**config.mk**
```make
export PLATFORM = sky130hd
export DESIGN_NAME = key_intern_table
export DESIGN_NICKNAME = d
export VERILOG_FILES = /design/src/hdl/kit_pkg.sv /design/src/hdl/kit_datapath.sv /design/src/hdl/kit_ctrl.sv /design/src/hdl/key_intern_table.sv
export SDC_FILE = /design/constraint.sdc
export NUM_CORES = 2
export LEC_CHECK = 0
export BUFFER_PORTS_ARGS = -buffer_cell sky130_fd_sc_hd__buf_2
export CORE_ASPECT_RATIO = 0.6
export CORE_UTILIZATION = 37
export DETAILED_ROUTE_END_ITERATION = 8
export SYNTH_ARGS = -nofsm -noshare
export SYNTH_HDL_FRONTEND = slang
export SYNTH_HIERARCHICAL = 1
export SYNTH_SLANG_ARGS = --single-unit
```
**constraint.sdc**
```tcl
create_clock -name clk -period 10.46 [get_ports clk]
set_input_delay 2.615 -clock clk [delete_from_list [all_inputs] [get_ports clk]]
set_output_delay 2.615 -clock clk [all_outputs]
set_load 0.005 [all_outputs]
```
**src/hdl/kit_pkg.sv**
```systemverilog
// shared types and constants of the key intern table
// used by kit_ctrl, kit_datapath, key_intern_table and tb_top; depends on nothing else
`default_nettype none

package kit_pkg;

    // command codes carried in the input tuser
    typedef enum logic [2:0] {
        CMD_INTERN     = 3'd0,
        CMD_READ       = 3'd1,
        CMD_REMOVE_IDX = 3'd2,
        CMD_REMOVE_KEY = 3'd3,
        CMD_CLEAR      = 3'd4
    } kit_cmd_t;

    // result status codes
    localparam logic [1:0] ST_DONE     = 2'd0;
    localparam logic [1:0] ST_INSERTED = 2'd1;
    localparam logic [1:0] ST_FULL     = 2'd2;
    localparam logic [1:0] ST_BAD      = 2'd3;

    // datapath operations issued by the controller
    typedef enum logic [3:0] {
        DP_NONE,
        DP_LATCH,
        DP_BAD,
        DP_CLEAR,
        DP_READ_ADDR,
        DP_READ_RES,
        DP_SCAN_START,
        DP_SCAN_STEP,
        DP_FOUND,
        DP_FULL,
        DP_INSERT,
        DP_SHIFT_SLOT,
        DP_SHIFT_HIT,
        DP_SHIFT_STEP,
        DP_REMOVE_FIN,
        DP_OUT_LOAD
    } kit_op_t;

    // controller states
    typedef enum logic [2:0] {
        S_IDLE,
        S_DISPATCH,
        S_SCAN,
        S_READ_ADDR,
        S_READ_DATA,
        S_SHIFT,
        S_DONE
    } kit_state_t;

    // datapath status seen by the controller
    typedef struct packed {
        kit_cmd_t cmd;
        logic     count_zero;
        logic     full;
        logic     slot_ok;
        logic     hit;
        logic     scan_last;
        logic     tgt_last;
        logic     shift_last;
        logic     out_free;
    } kit_sts_t;

endpackage

`default_nettype wire

```
**src/hdl/kit_datapath.sv**
```systemverilog
// datapath of the key intern table: entry memory, entry count, scan and shift
// pointers, result and output registers; depends on kit_pkg
`default_nettype none

module kit_datapath
    import kit_pkg::*;
#(
    parameter int DEPTH    = 64,
    parameter int KEY_BITS = 32
) (
    input  wire logic        clk,
    input  wire logic        rst_n,
    input  wire kit_op_t     op,
    input  wire logic [2:0]  in_cmd,
    input  wire logic [31:0] in_key,
    input  wire logic [5:0]  in_slot,
    input  wire logic        out_tready,
    output logic             out_tvalid,
    output logic [1:0]       out_status,
    output logic [5:0]       out_slot,
    output logic [31:0]      out_key,
    output logic [6:0]       out_count,
    output kit_sts_t         sts
);

    localparam int AW = $clog2(DEPTH);
    localparam int CW = $clog2(DEPTH + 1);

    logic [KEY_BITS-1:0] mem [DEPTH];

    // control state
    logic [CW-1:0]       count_reg;
    logic                cv_reg;
    logic                wv_reg;
    logic                out_valid_reg;

    // payload
    kit_cmd_t            cmd_reg;
    logic [KEY_BITS-1:0] key_reg;
    logic [5:0]          slot_reg;
    logic [AW-1:0]       ptr_reg;
    logic [AW-1:0]       tgt_reg;
    logic [AW-1:0]       cmp_ptr_reg;
    logic [KEY_BITS-1:0] rdata_reg;
    logic [1:0]          res_status_reg;
    logic [AW-1:0]       res_slot_reg;
    logic [KEY_BITS-1:0] res_key_reg;
    logic [1:0]          out_status_reg;
    logic [5:0]          out_slot_reg;
    logic [31:0]         out_key_reg;
    logic [6:0]          out_count_reg;

    logic [CW-1:0]       count_m1;
    logic [AW-1:0]       slot_addr;
    logic                we;
    logic [AW-1:0]       wa;
    logic [KEY_BITS-1:0] wd;
    logic                out_free;

    assign count_m1  = count_reg - CW'(1);
    assign slot_addr = AW'(slot_reg);
    assign out_free  = !out_valid_reg || out_tready;

    // shift writes one place below the entry just read; insert appends at the count
    assign we = wv_reg || (op == DP_INSERT);
    assign wa = wv_reg ? (cmp_ptr_reg - AW'(1)) : AW'(count_reg);
    assign wd = wv_reg ? rdata_reg : key_reg;

    always_comb
    begin
        sts.cmd        = cmd_reg;
        sts.count_zero = (count_reg == '0);
        sts.full       = (count_reg == CW'(DEPTH));
        sts.slot_ok    = ((CW + 6)'(slot_reg) < (CW + 6)'(count_reg));
        sts.hit        = cv_reg && (rdata_reg == key_reg);
        sts.scan_last  = cv_reg && (CW'(cmp_ptr_reg) == count_m1);
        sts.tgt_last   = (CW'(tgt_reg) == count_m1);
        sts.shift_last = wv_reg && (CW'(cmp_ptr_reg) == count_m1);
        sts.out_free   = out_free;
    end

    always_ff @(posedge clk)
    begin
        if (we)
        begin
            mem[wa] <= wd;
        end
        rdata_reg   <= mem[ptr_reg];
        cmp_ptr_reg <= ptr_reg;
    end

    always_ff @(posedge clk or negedge rst_n)
    begin
        if (!rst_n)
        begin
            count_reg     <= '0;
            cv_reg        <= 1'b0;
            wv_reg        <= 1'b0;
            out_valid_reg <= 1'b0;
        end
        else
        begin
            cv_reg <= (op == DP_SCAN_STEP);
            wv_reg <= (op == DP_SHIFT_STEP);
            case (op)
                DP_CLEAR:      count_reg <= '0;
                DP_INSERT:     count_reg <= count_reg + CW'(1);
                DP_REMOVE_FIN: count_reg <= count_m1;
                default:       count_reg <= count_reg;
            endcase
            if (op == DP_OUT_LOAD)
            begin
                out_valid_reg <= 1'b1;
            end
            else if (out_tready)
            begin
                out_valid_reg <= 1'b0;
            end
        end
    end

    always_ff @(posedge clk)
    begin
        case (op)
            DP_LATCH:
            begin
                cmd_reg  <= kit_cmd_t'(in_cmd);
                key_reg  <= KEY_BITS'(in_key);
                slot_reg <= in_slot;
            end
            DP_BAD, DP_FULL:
            begin
                res_status_reg <= (op == DP_FULL) ? ST_FULL : ST_BAD;
                res_slot_reg   <= '0;
                res_key_reg    <= '0;
            end
            DP_CLEAR:
            begin
                res_status_reg <= ST_DONE;
                res_slot_reg   <= '0;
                res_key_reg    <= '0;
            end
            DP_READ_ADDR:
            begin
                ptr_reg <= slot_addr;
            end
            DP_READ_RES:
            begin
                res_status_reg <= ST_DONE;
                res_slot_reg   <= ptr_reg;
                res_key_reg    <= rdata_reg;
            end
            DP_SCAN_START:
            begin
                ptr_reg <= '0;
            end
            DP_SCAN_STEP, DP_SHIFT_STEP:
            begin
                ptr_reg <= ptr_reg + AW'(1);
            end
            DP_FOUND:
            begin
                res_status_reg <= ST_DONE;
                res_slot_reg   <= cmp_ptr_reg;
                res_key_reg    <= '0;
            end
            DP_INSERT:
            begin
                res_status_reg <= ST_INSERTED;
                res_slot_reg   <= AW'(count_reg);
                res_key_reg    <= '0;
            end
            DP_SHIFT_SLOT:
            begin
                tgt_reg <= slot_addr;
                ptr_reg <= slot_addr + AW'(1);
            end
            DP_SHIFT_HIT:
            begin
                tgt_reg <= cmp_ptr_reg;
                ptr_reg <= cmp_ptr_reg + AW'(1);
            end
            DP_REMOVE_FIN:
            begin
                res_status_reg <= ST_DONE;
                res_slot_reg   <= tgt_reg;
                res_key_reg    <= '0;
            end
            DP_OUT_LOAD:
            begin
                out_status_reg <= res_status_reg;
                out_slot_reg   <= 6'(res_slot_reg);
                out_key_reg    <= 32'(res_key_reg);
                out_count_reg  <= 7'(count_reg);
            end
            default:
            begin
            end
        endcase
    end

    assign out_tvalid = out_valid_reg;
    assign out_status = out_status_reg;
    assign out_slot   = out_slot_reg;
    assign out_key    = out_key_reg;
    assign out_count  = out_count_reg;

    a_count_bound: assert property (@(posedge clk) disable iff (!rst_n)
        count_reg <= CW'(DEPTH))
        else $error("entry count above depth");

    a_insert_grows: assert property (@(posedge clk) disable iff (!rst_n)
        (op == DP_INSERT) |=> (count_reg == $past(count_reg) + CW'(1)))
        else $error("insert did not grow the count");

    a_one_writer: assert property (@(posedge clk) disable iff (!rst_n)
        !(wv_reg && (op == DP_INSERT)))
        else $error("shift write and insert in the same cycle");

    a_remove_nonempty: assert property (@(posedge clk) disable iff (!rst_n)
        ((op == DP_REMOVE_FIN) || (op == DP_SHIFT_STEP)) |-> (count_reg != '0))
        else $error("removal from an empty table");

endmodule

`default_nettype wire

```
**src/hdl/kit_ctrl.sv**
```systemverilog
// controller of the key intern table: sequences each command over the datapath
// depends on kit_pkg
`default_nettype none

module kit_ctrl
    import kit_pkg::*;
(
    input  wire logic     clk,
    input  wire logic     rst_n,
    input  wire logic     in_tvalid,
    output logic          in_tready,
    input  wire kit_sts_t sts,
    output kit_op_t       op
);

    kit_state_t state_reg;
    kit_state_t state_next;

    always_ff @(posedge clk or negedge rst_n)
    begin
        if (!rst_n)
        begin
            state_reg <= S_IDLE;
        end
        else
        begin
            state_reg <= state_next;
        end
    end

    always_comb
    begin
        state_next = state_reg;
        op         = DP_NONE;
        in_tready  = 1'b0;
        case (state_reg)
            S_IDLE:
            begin
                in_tready = 1'b1;
                if (in_tvalid)
                begin
                    op         = DP_LATCH;
                    state_next = S_DISPATCH;
                end
            end
            S_DISPATCH:
            begin
                state_next = S_DONE;
                case (sts.cmd)
                    CMD_INTERN:
                    begin
                        if (sts.count_zero)
                        begin
                            op = DP_INSERT;
                        end
                        else
                        begin
                            op         = DP_SCAN_START;
                            state_next = S_SCAN;
                        end
                    end
                    CMD_REMOVE_KEY:
                    begin
                        if (sts.count_zero)
                        begin
                            op = DP_BAD;
                        end
                        else
                        begin
                            op         = DP_SCAN_START;
                            state_next = S_SCAN;
                        end
                    end
                    CMD_READ:
                    begin
                        if (sts.slot_ok)
                        begin
                            op         = DP_READ_ADDR;
                            state_next = S_READ_ADDR;
                        end
                        else
                        begin
                            op = DP_BAD;
                        end
                    end
                    CMD_REMOVE_IDX:
                    begin
                        if (sts.slot_ok)
                        begin
                            op         = DP_SHIFT_SLOT;
                            state_next = S_SHIFT;
                        end
                        else
                        begin
                            op = DP_BAD;
                        end
                    end
                    CMD_CLEAR:
                    begin
                        op = DP_CLEAR;
                    end
                    default:
                    begin
                        op = DP_BAD;
                    end
                endcase
            end
            S_SCAN:
            begin
                // a hit takes priority over reaching the last entry
                if (sts.hit)
                begin
                    if (sts.cmd == CMD_INTERN)
                    begin
                        op         = DP_FOUND;
                        state_next = S_DONE;
                    end
                    else
                    begin
                        op         = DP_SHIFT_HIT;
                        state_next = S_SHIFT;
                    end
                end
                else if (sts.scan_last)
                begin
                    state_next = S_DONE;
                    if (sts.cmd == CMD_INTERN)
                    begin
                        op = sts.full ? DP_FULL : DP_INSERT;
                    end
                    else
                    begin
                        op = DP_BAD;
                    end
                end
                else
                begin
                    op = DP_SCAN_STEP;
                end
            end
            S_READ_ADDR:
            begin
                state_next = S_READ_DATA;
            end
            S_READ_DATA:
            begin
                op         = DP_READ_RES;
                state_next = S_DONE;
            end
            S_SHIFT:
            begin
                if (sts.tgt_last || sts.shift_last)
                begin
                    op         = DP_REMOVE_FIN;
                    state_next = S_DONE;
                end
                else
                begin
                    op = DP_SHIFT_STEP;
                end
            end
            S_DONE:
            begin
                if (sts.out_free)
                begin
                    op         = DP_OUT_LOAD;
                    state_next = S_IDLE;
                end
            end
            default:
            begin
                state_next = S_IDLE;
            end
        endcase
    end

endmodule

`default_nettype wire

```
**src/hdl/key_intern_table.sv**
```systemverilog
// Key intern table: a packed table of unique keys kept in first-interned order
// in a single-port-read entry memory. One command word in gives one result word
// out. Read sets the address and then takes the data from the memory. Intern
// walks the valid entries one per cycle through the memory read port until a
// hit or the last entry, and inserts at once on an empty table. Remove by index
// shifts the entries above the slot down by one place; remove by key searches,
// then shifts when the key is found. Both the search and the shift are paced
// by the one read port of the entry memory. A new command word is taken only
// once the previous one has finished; the result register lets it be taken
// while the previous result waits, and a finished command holds in its done
// state for as long as that register is still full. No clearing pass after
// reset.
// depends on kit_pkg, kit_ctrl and kit_datapath
`default_nettype none

module key_intern_table
    import kit_pkg::*;
#(
    parameter int DEPTH    = 64,
    parameter int KEY_BITS = 32
) (
    input  wire logic        clk,
    input  wire logic        rst_n,
    input  wire logic        s_axis_tvalid,
    output logic             s_axis_tready,
    input  wire logic [39:0] s_axis_tdata,  // key[31:0], slot[37:32], zero pad
    input  wire logic [2:0]  s_axis_tuser,  // cmd[2:0]
    output logic             m_axis_tvalid,
    input  wire logic        m_axis_tready,
    output logic [47:0]      m_axis_tdata,  // slot_out[5:0], key_out[37:6],
                                            // count_out[44:38], zero pad
    output logic [1:0]       m_axis_tuser   // status[1:0]
);

    kit_op_t     op;
    kit_sts_t    sts;
    logic [5:0]  res_slot;
    logic [31:0] res_key;
    logic [6:0]  res_count;

    kit_ctrl u_ctrl (
        .clk       (clk),
        .rst_n     (rst_n),
        .in_tvalid (s_axis_tvalid),
        .in_tready (s_axis_tready),
        .sts       (sts),
        .op        (op)
    );

    kit_datapath #(
        .DEPTH    (DEPTH),
        .KEY_BITS (KEY_BITS)
    ) u_datapath (
        .clk        (clk),
        .rst_n      (rst_n),
        .op         (op),
        .in_cmd     (s_axis_tuser),
        .in_key     (s_axis_tdata[31:0]),
        .in_slot    (s_axis_tdata[37:32]),
        .out_tready (m_axis_tready),
        .out_tvalid (m_axis_tvalid),
        .out_status (m_axis_tuser),
        .out_slot   (res_slot),
        .out_key    (res_key),
        .out_count  (res_count),
        .sts        (sts)
    );

    assign m_axis_tdata = {3'd0, res_count, res_key, res_slot};

endmodule

`default_nettype wire

```
==> results.tsv <==
stage	metric	value	unit
run_status	outcome	finished clean	
pwr	logic gate share of total power	32.4	%
pwr	Pint	18900	uW
grt	largest net degree at the start of global routing	123	
critical_path	Reg2Reg Launch Point	u_datapath/key_reg[10]	
clock_network	H-Tree Depth	4	
sta	Worst Tran Pin Value	1.45	ns
synthesis	count leader, synth	edfxtp_1	
clock_network	Worst-Skew Late Latency	0.86	ns
synthesis	Synth area leader	edfxtp_1	
synthesis	ys flop type	edfxtp_1	
clock_network	Reg clk slew, reported paths	0.06	ns
clock_network	CTS buffer count	199	
detailed_routing	post-route ant nets	0	
die	Die Wd	624	um
pwr	register share of total power	42.6	%
critical_path	worst setup path endpoint	u_datapath/mem[46][21]	
synthesis	Post-synth top cells	edfxtp_1 (2,188), mux4_2 (497), nor2_1 (130), a22oi_1 (120), nand2_1 (112)	
grt	global route hottest layer	met1	
grt	GRT met3 Usage	4.19	%
sta	unrepaired setup endpoints after global routing	false	
sta	final hold slack	0.420	ns
pwr	Switching Fraction	34.1	%
detailed_routing	DRC Markers	0	
critical_path	Crit Path Max Fanout	18	
pwr	Pleak	0.0298	uW
placement	post-DP HPWL	129000	um
die	Site Rows	136	
synthesis	Yosys reg bits	2239	
final_layout	FF/Latch Area	66800	um2
final_layout	Multi-input gate area	18400	um2
critical_path	Worst Setup SP	u_datapath/key_reg[10]	
sta	Max Freq	134	MHz
sta	Setup-failing EPs final	0	
critical_path	kind of critical path	flop to flop	
placement	Port Buf Inserts	93	
grt	met2 Use GR	25.9	%
synthesis	Post-Syn Instances	3971	
synthesis	Synth Cell Area	85800	um2
final_layout	Non-Filler Instances	7377	
grt	vias in the first global route	40995	
clock_network	hold_buf cts	0	
sta	Tcrit/Tclk final	71.2	%
critical_path	CP peak stage delay	1.02	ns
sta	Slew Viols, Final	0	
final_layout	share of post-route cells with drive strength above 1	26.0	%
critical_path	worst reg-to-reg path cell count	15	
pwr	Max VDD drop	0.310	mV
grt	global-route wire length before repair	312000	um
synthesis	post-synthesis sequential area ratio	77.8	%
critical_path	Worst EP required	10.97	ns
placement	Post-Place Cells	7025	
synthesis	area share of the largest cell type after synthesis	76.6	%
placement	RD Place Congestion	0.809	
final_layout	Nets	4247	
critical_path	crit-path cells	xnor2_1 -> nand4_1 -> nor4_1 -> nand4_1 -> nor4_2 -> nor3_1 -> o21ai_0 -> o211ai_1 -> buf_4 -> nor2b_1 -> nand2_1 -> o31ai_1 -> nand2_1 -> nor2_4 -> buf_4	
die	Placeable Area	230000	um2
job	max cap viols	0	
detailed_routing	routed wire length	220000	um
critical_path	Worst EP arrival	7.96	ns
synthesis	syn avg cell area	21.6	um2
clock_network	buffer count from post-CTS setup fixing	0	
sta	setup_tns	0	ns
die	die area	234000	um2
detailed_routing	First DRT Iteration DRCs	6082	
clock_network	maximum clock path buffer count	4	
critical_path	Buf/Inv on CP	2	
clock_network	# resized after CTS	0	
grt	met1 usage	29.6	%
min_path	hold path startpoint	u_datapath/res_slot_reg[2]	
clock_network	clock sinks	2239	
synthesis	asr flop ratio synth	0.581	%
clock_network	TritonCTS clock tree	yes	
grt	grt ovf	0	
critical_path	Critical Path Slowest Stage Cell	nor2_4	
sta	Fin. Hold Viols	0	
detailed_routing	router iterations before antenna repair	7	
die	initial core utilization	37.3	%
sta	Slew HR	3.14	%
synthesis	Post-synth EDFFs	2188	
synthesis	synth unique cells	74	
die	Ports	99	
critical_path	CP Launch Type	flop	
min_path	Hold Path Class	flop to flop	
final_layout	max reg flops	2048	
pwr	pwr dens	297	nW/um2
final_layout	synth-to-layout area growth	12.9	%
grt	GRT Util Overall	18.5	%
critical_path	Reg2Reg Capture Point	u_datapath/mem[46][21]	
synthesis	Synth Warn #	6	
die	DIE HEIGHT	375	um
synthesis	Area contributors post-synth	edfxtp_1 (77%), mux4_2 (13%), a22oi_1 (1.1%)	
pwr	Power, Total	28700	uW
detailed_routing	drt wl/cell	29.8	um
detailed_routing	via count of the routed design	42131	
critical_path	crit end category	flop	
critical_path	number of stages on the worst setup path	15	
grt	initial antenna violation count	16	
pwr	clock share of power	25.0	%
critical_path	flop2flop setup slack	3.01	ns
final_layout	# fillers	19727	
critical_path	largest delay contributor family on the critical path	simple AND/OR/NAND/NOR gates	
clock_network	Root Driver	clkbuf_16	
pwr	P_sw	9800	uW
sta	post-route minimum period	7.45	ns
final_layout	Biggest register	u_datapath/mem	
detailed_routing	Vias per Instance	5.71	
sta	Layout Skew	0.0773	ns
-- worst min-delay path by stage --
stage                                end  depth (start not counted)
6_report          u_datapath/out_slot[2]                          0
5_1_grt           u_datapath/out_key[27]                          0
4_1_cts           u_datapath/out_slot[2]                          0
3_5_place_dp      u_datapath/out_slot[2]                          0
3_3_place_gp      u_datapath/out_key[27]                          0
2_1_floorplan  u_datapath/cmp_ptr_reg[5]                          0
-- power by group through the flow --
stage	clock network [uW]	registers (uW)	logic [uW]
finish	7180	12300	9310
global placement	0	12400	9180
CTS	7290	12200	9330
global route	7630	12300	9860
floorplan	0	12200	5770
detailed placement	0	12400	9310
-- layer usage --
layer,wire length (um),up-vias
met4,3380,4
met5,27,-
li1,-,17132
met2,92800,2125
met3,22700,256
met1,101000,22614
-- cell families after synthesis --
| logic type | after synthesis | synth area share [%] |
|---|---|---|
| simple gates | 417 | 2.34 |
| buf+inv | 237 | 1.39 |
| mux | 564 | 13.9 |
| xor+xnor | 58 | 0.592 |
| flops | 2239 | 77.8 |
| compound gates | 445 | 3.79 |
| fa+ha+maj | 10 | 0.146 |
| other cells | 1 | 0.00437 |
-- cells in the final DEF (no fill, tap or decap), types with 19 or more instances in the layout --
cell type / count
dfxtp_1: 38
clkinv_2: 29
mux2i_1: 26
clkinv_1: 52
mux2_2: 39
nand3_1: 27
and2_1: 49
buf_4: 130
inv_1: 19
a21oi_1: 77
nor3_1: 23
clkbuf_1: 34
nor2_4: 69
mux4_2: 497
a22oi_1: 120
buf_2: 93
o21ai_0: 34
xnor2_1: 46
a221oi_1: 56
nor2_1: 61
nand2_1: 112
edfxtp_1: 2188
clkbuf_16: 204
a22o_1: 47
-- area by class of cell --
type                            instances  share of cell area [%]
Clock inverter                        104                   0.872
Clock buffer                          247                    5.53
Timing Repair Buffer                  233                    1.69
Sequential cell                      2239                    68.9
Antenna cell                            1                 0.00258
Tap cell                             3036                    3.92
Inverter                               20                  0.0775
Multi-Input combinational cell       1497                    19.0
-- through the flow --
stage,cell area [um2],utilization [%],setup slack [ns]
global placement,90700,39.5,3.06
detailed placement,90700,39.5,2.94
CTS,96900,42.2,3.16
global route,96900,42.2,2.61
floorplan,85800,-,3.37
finish,96900,42.2,3.01
(Power assumes the default switching activity.)
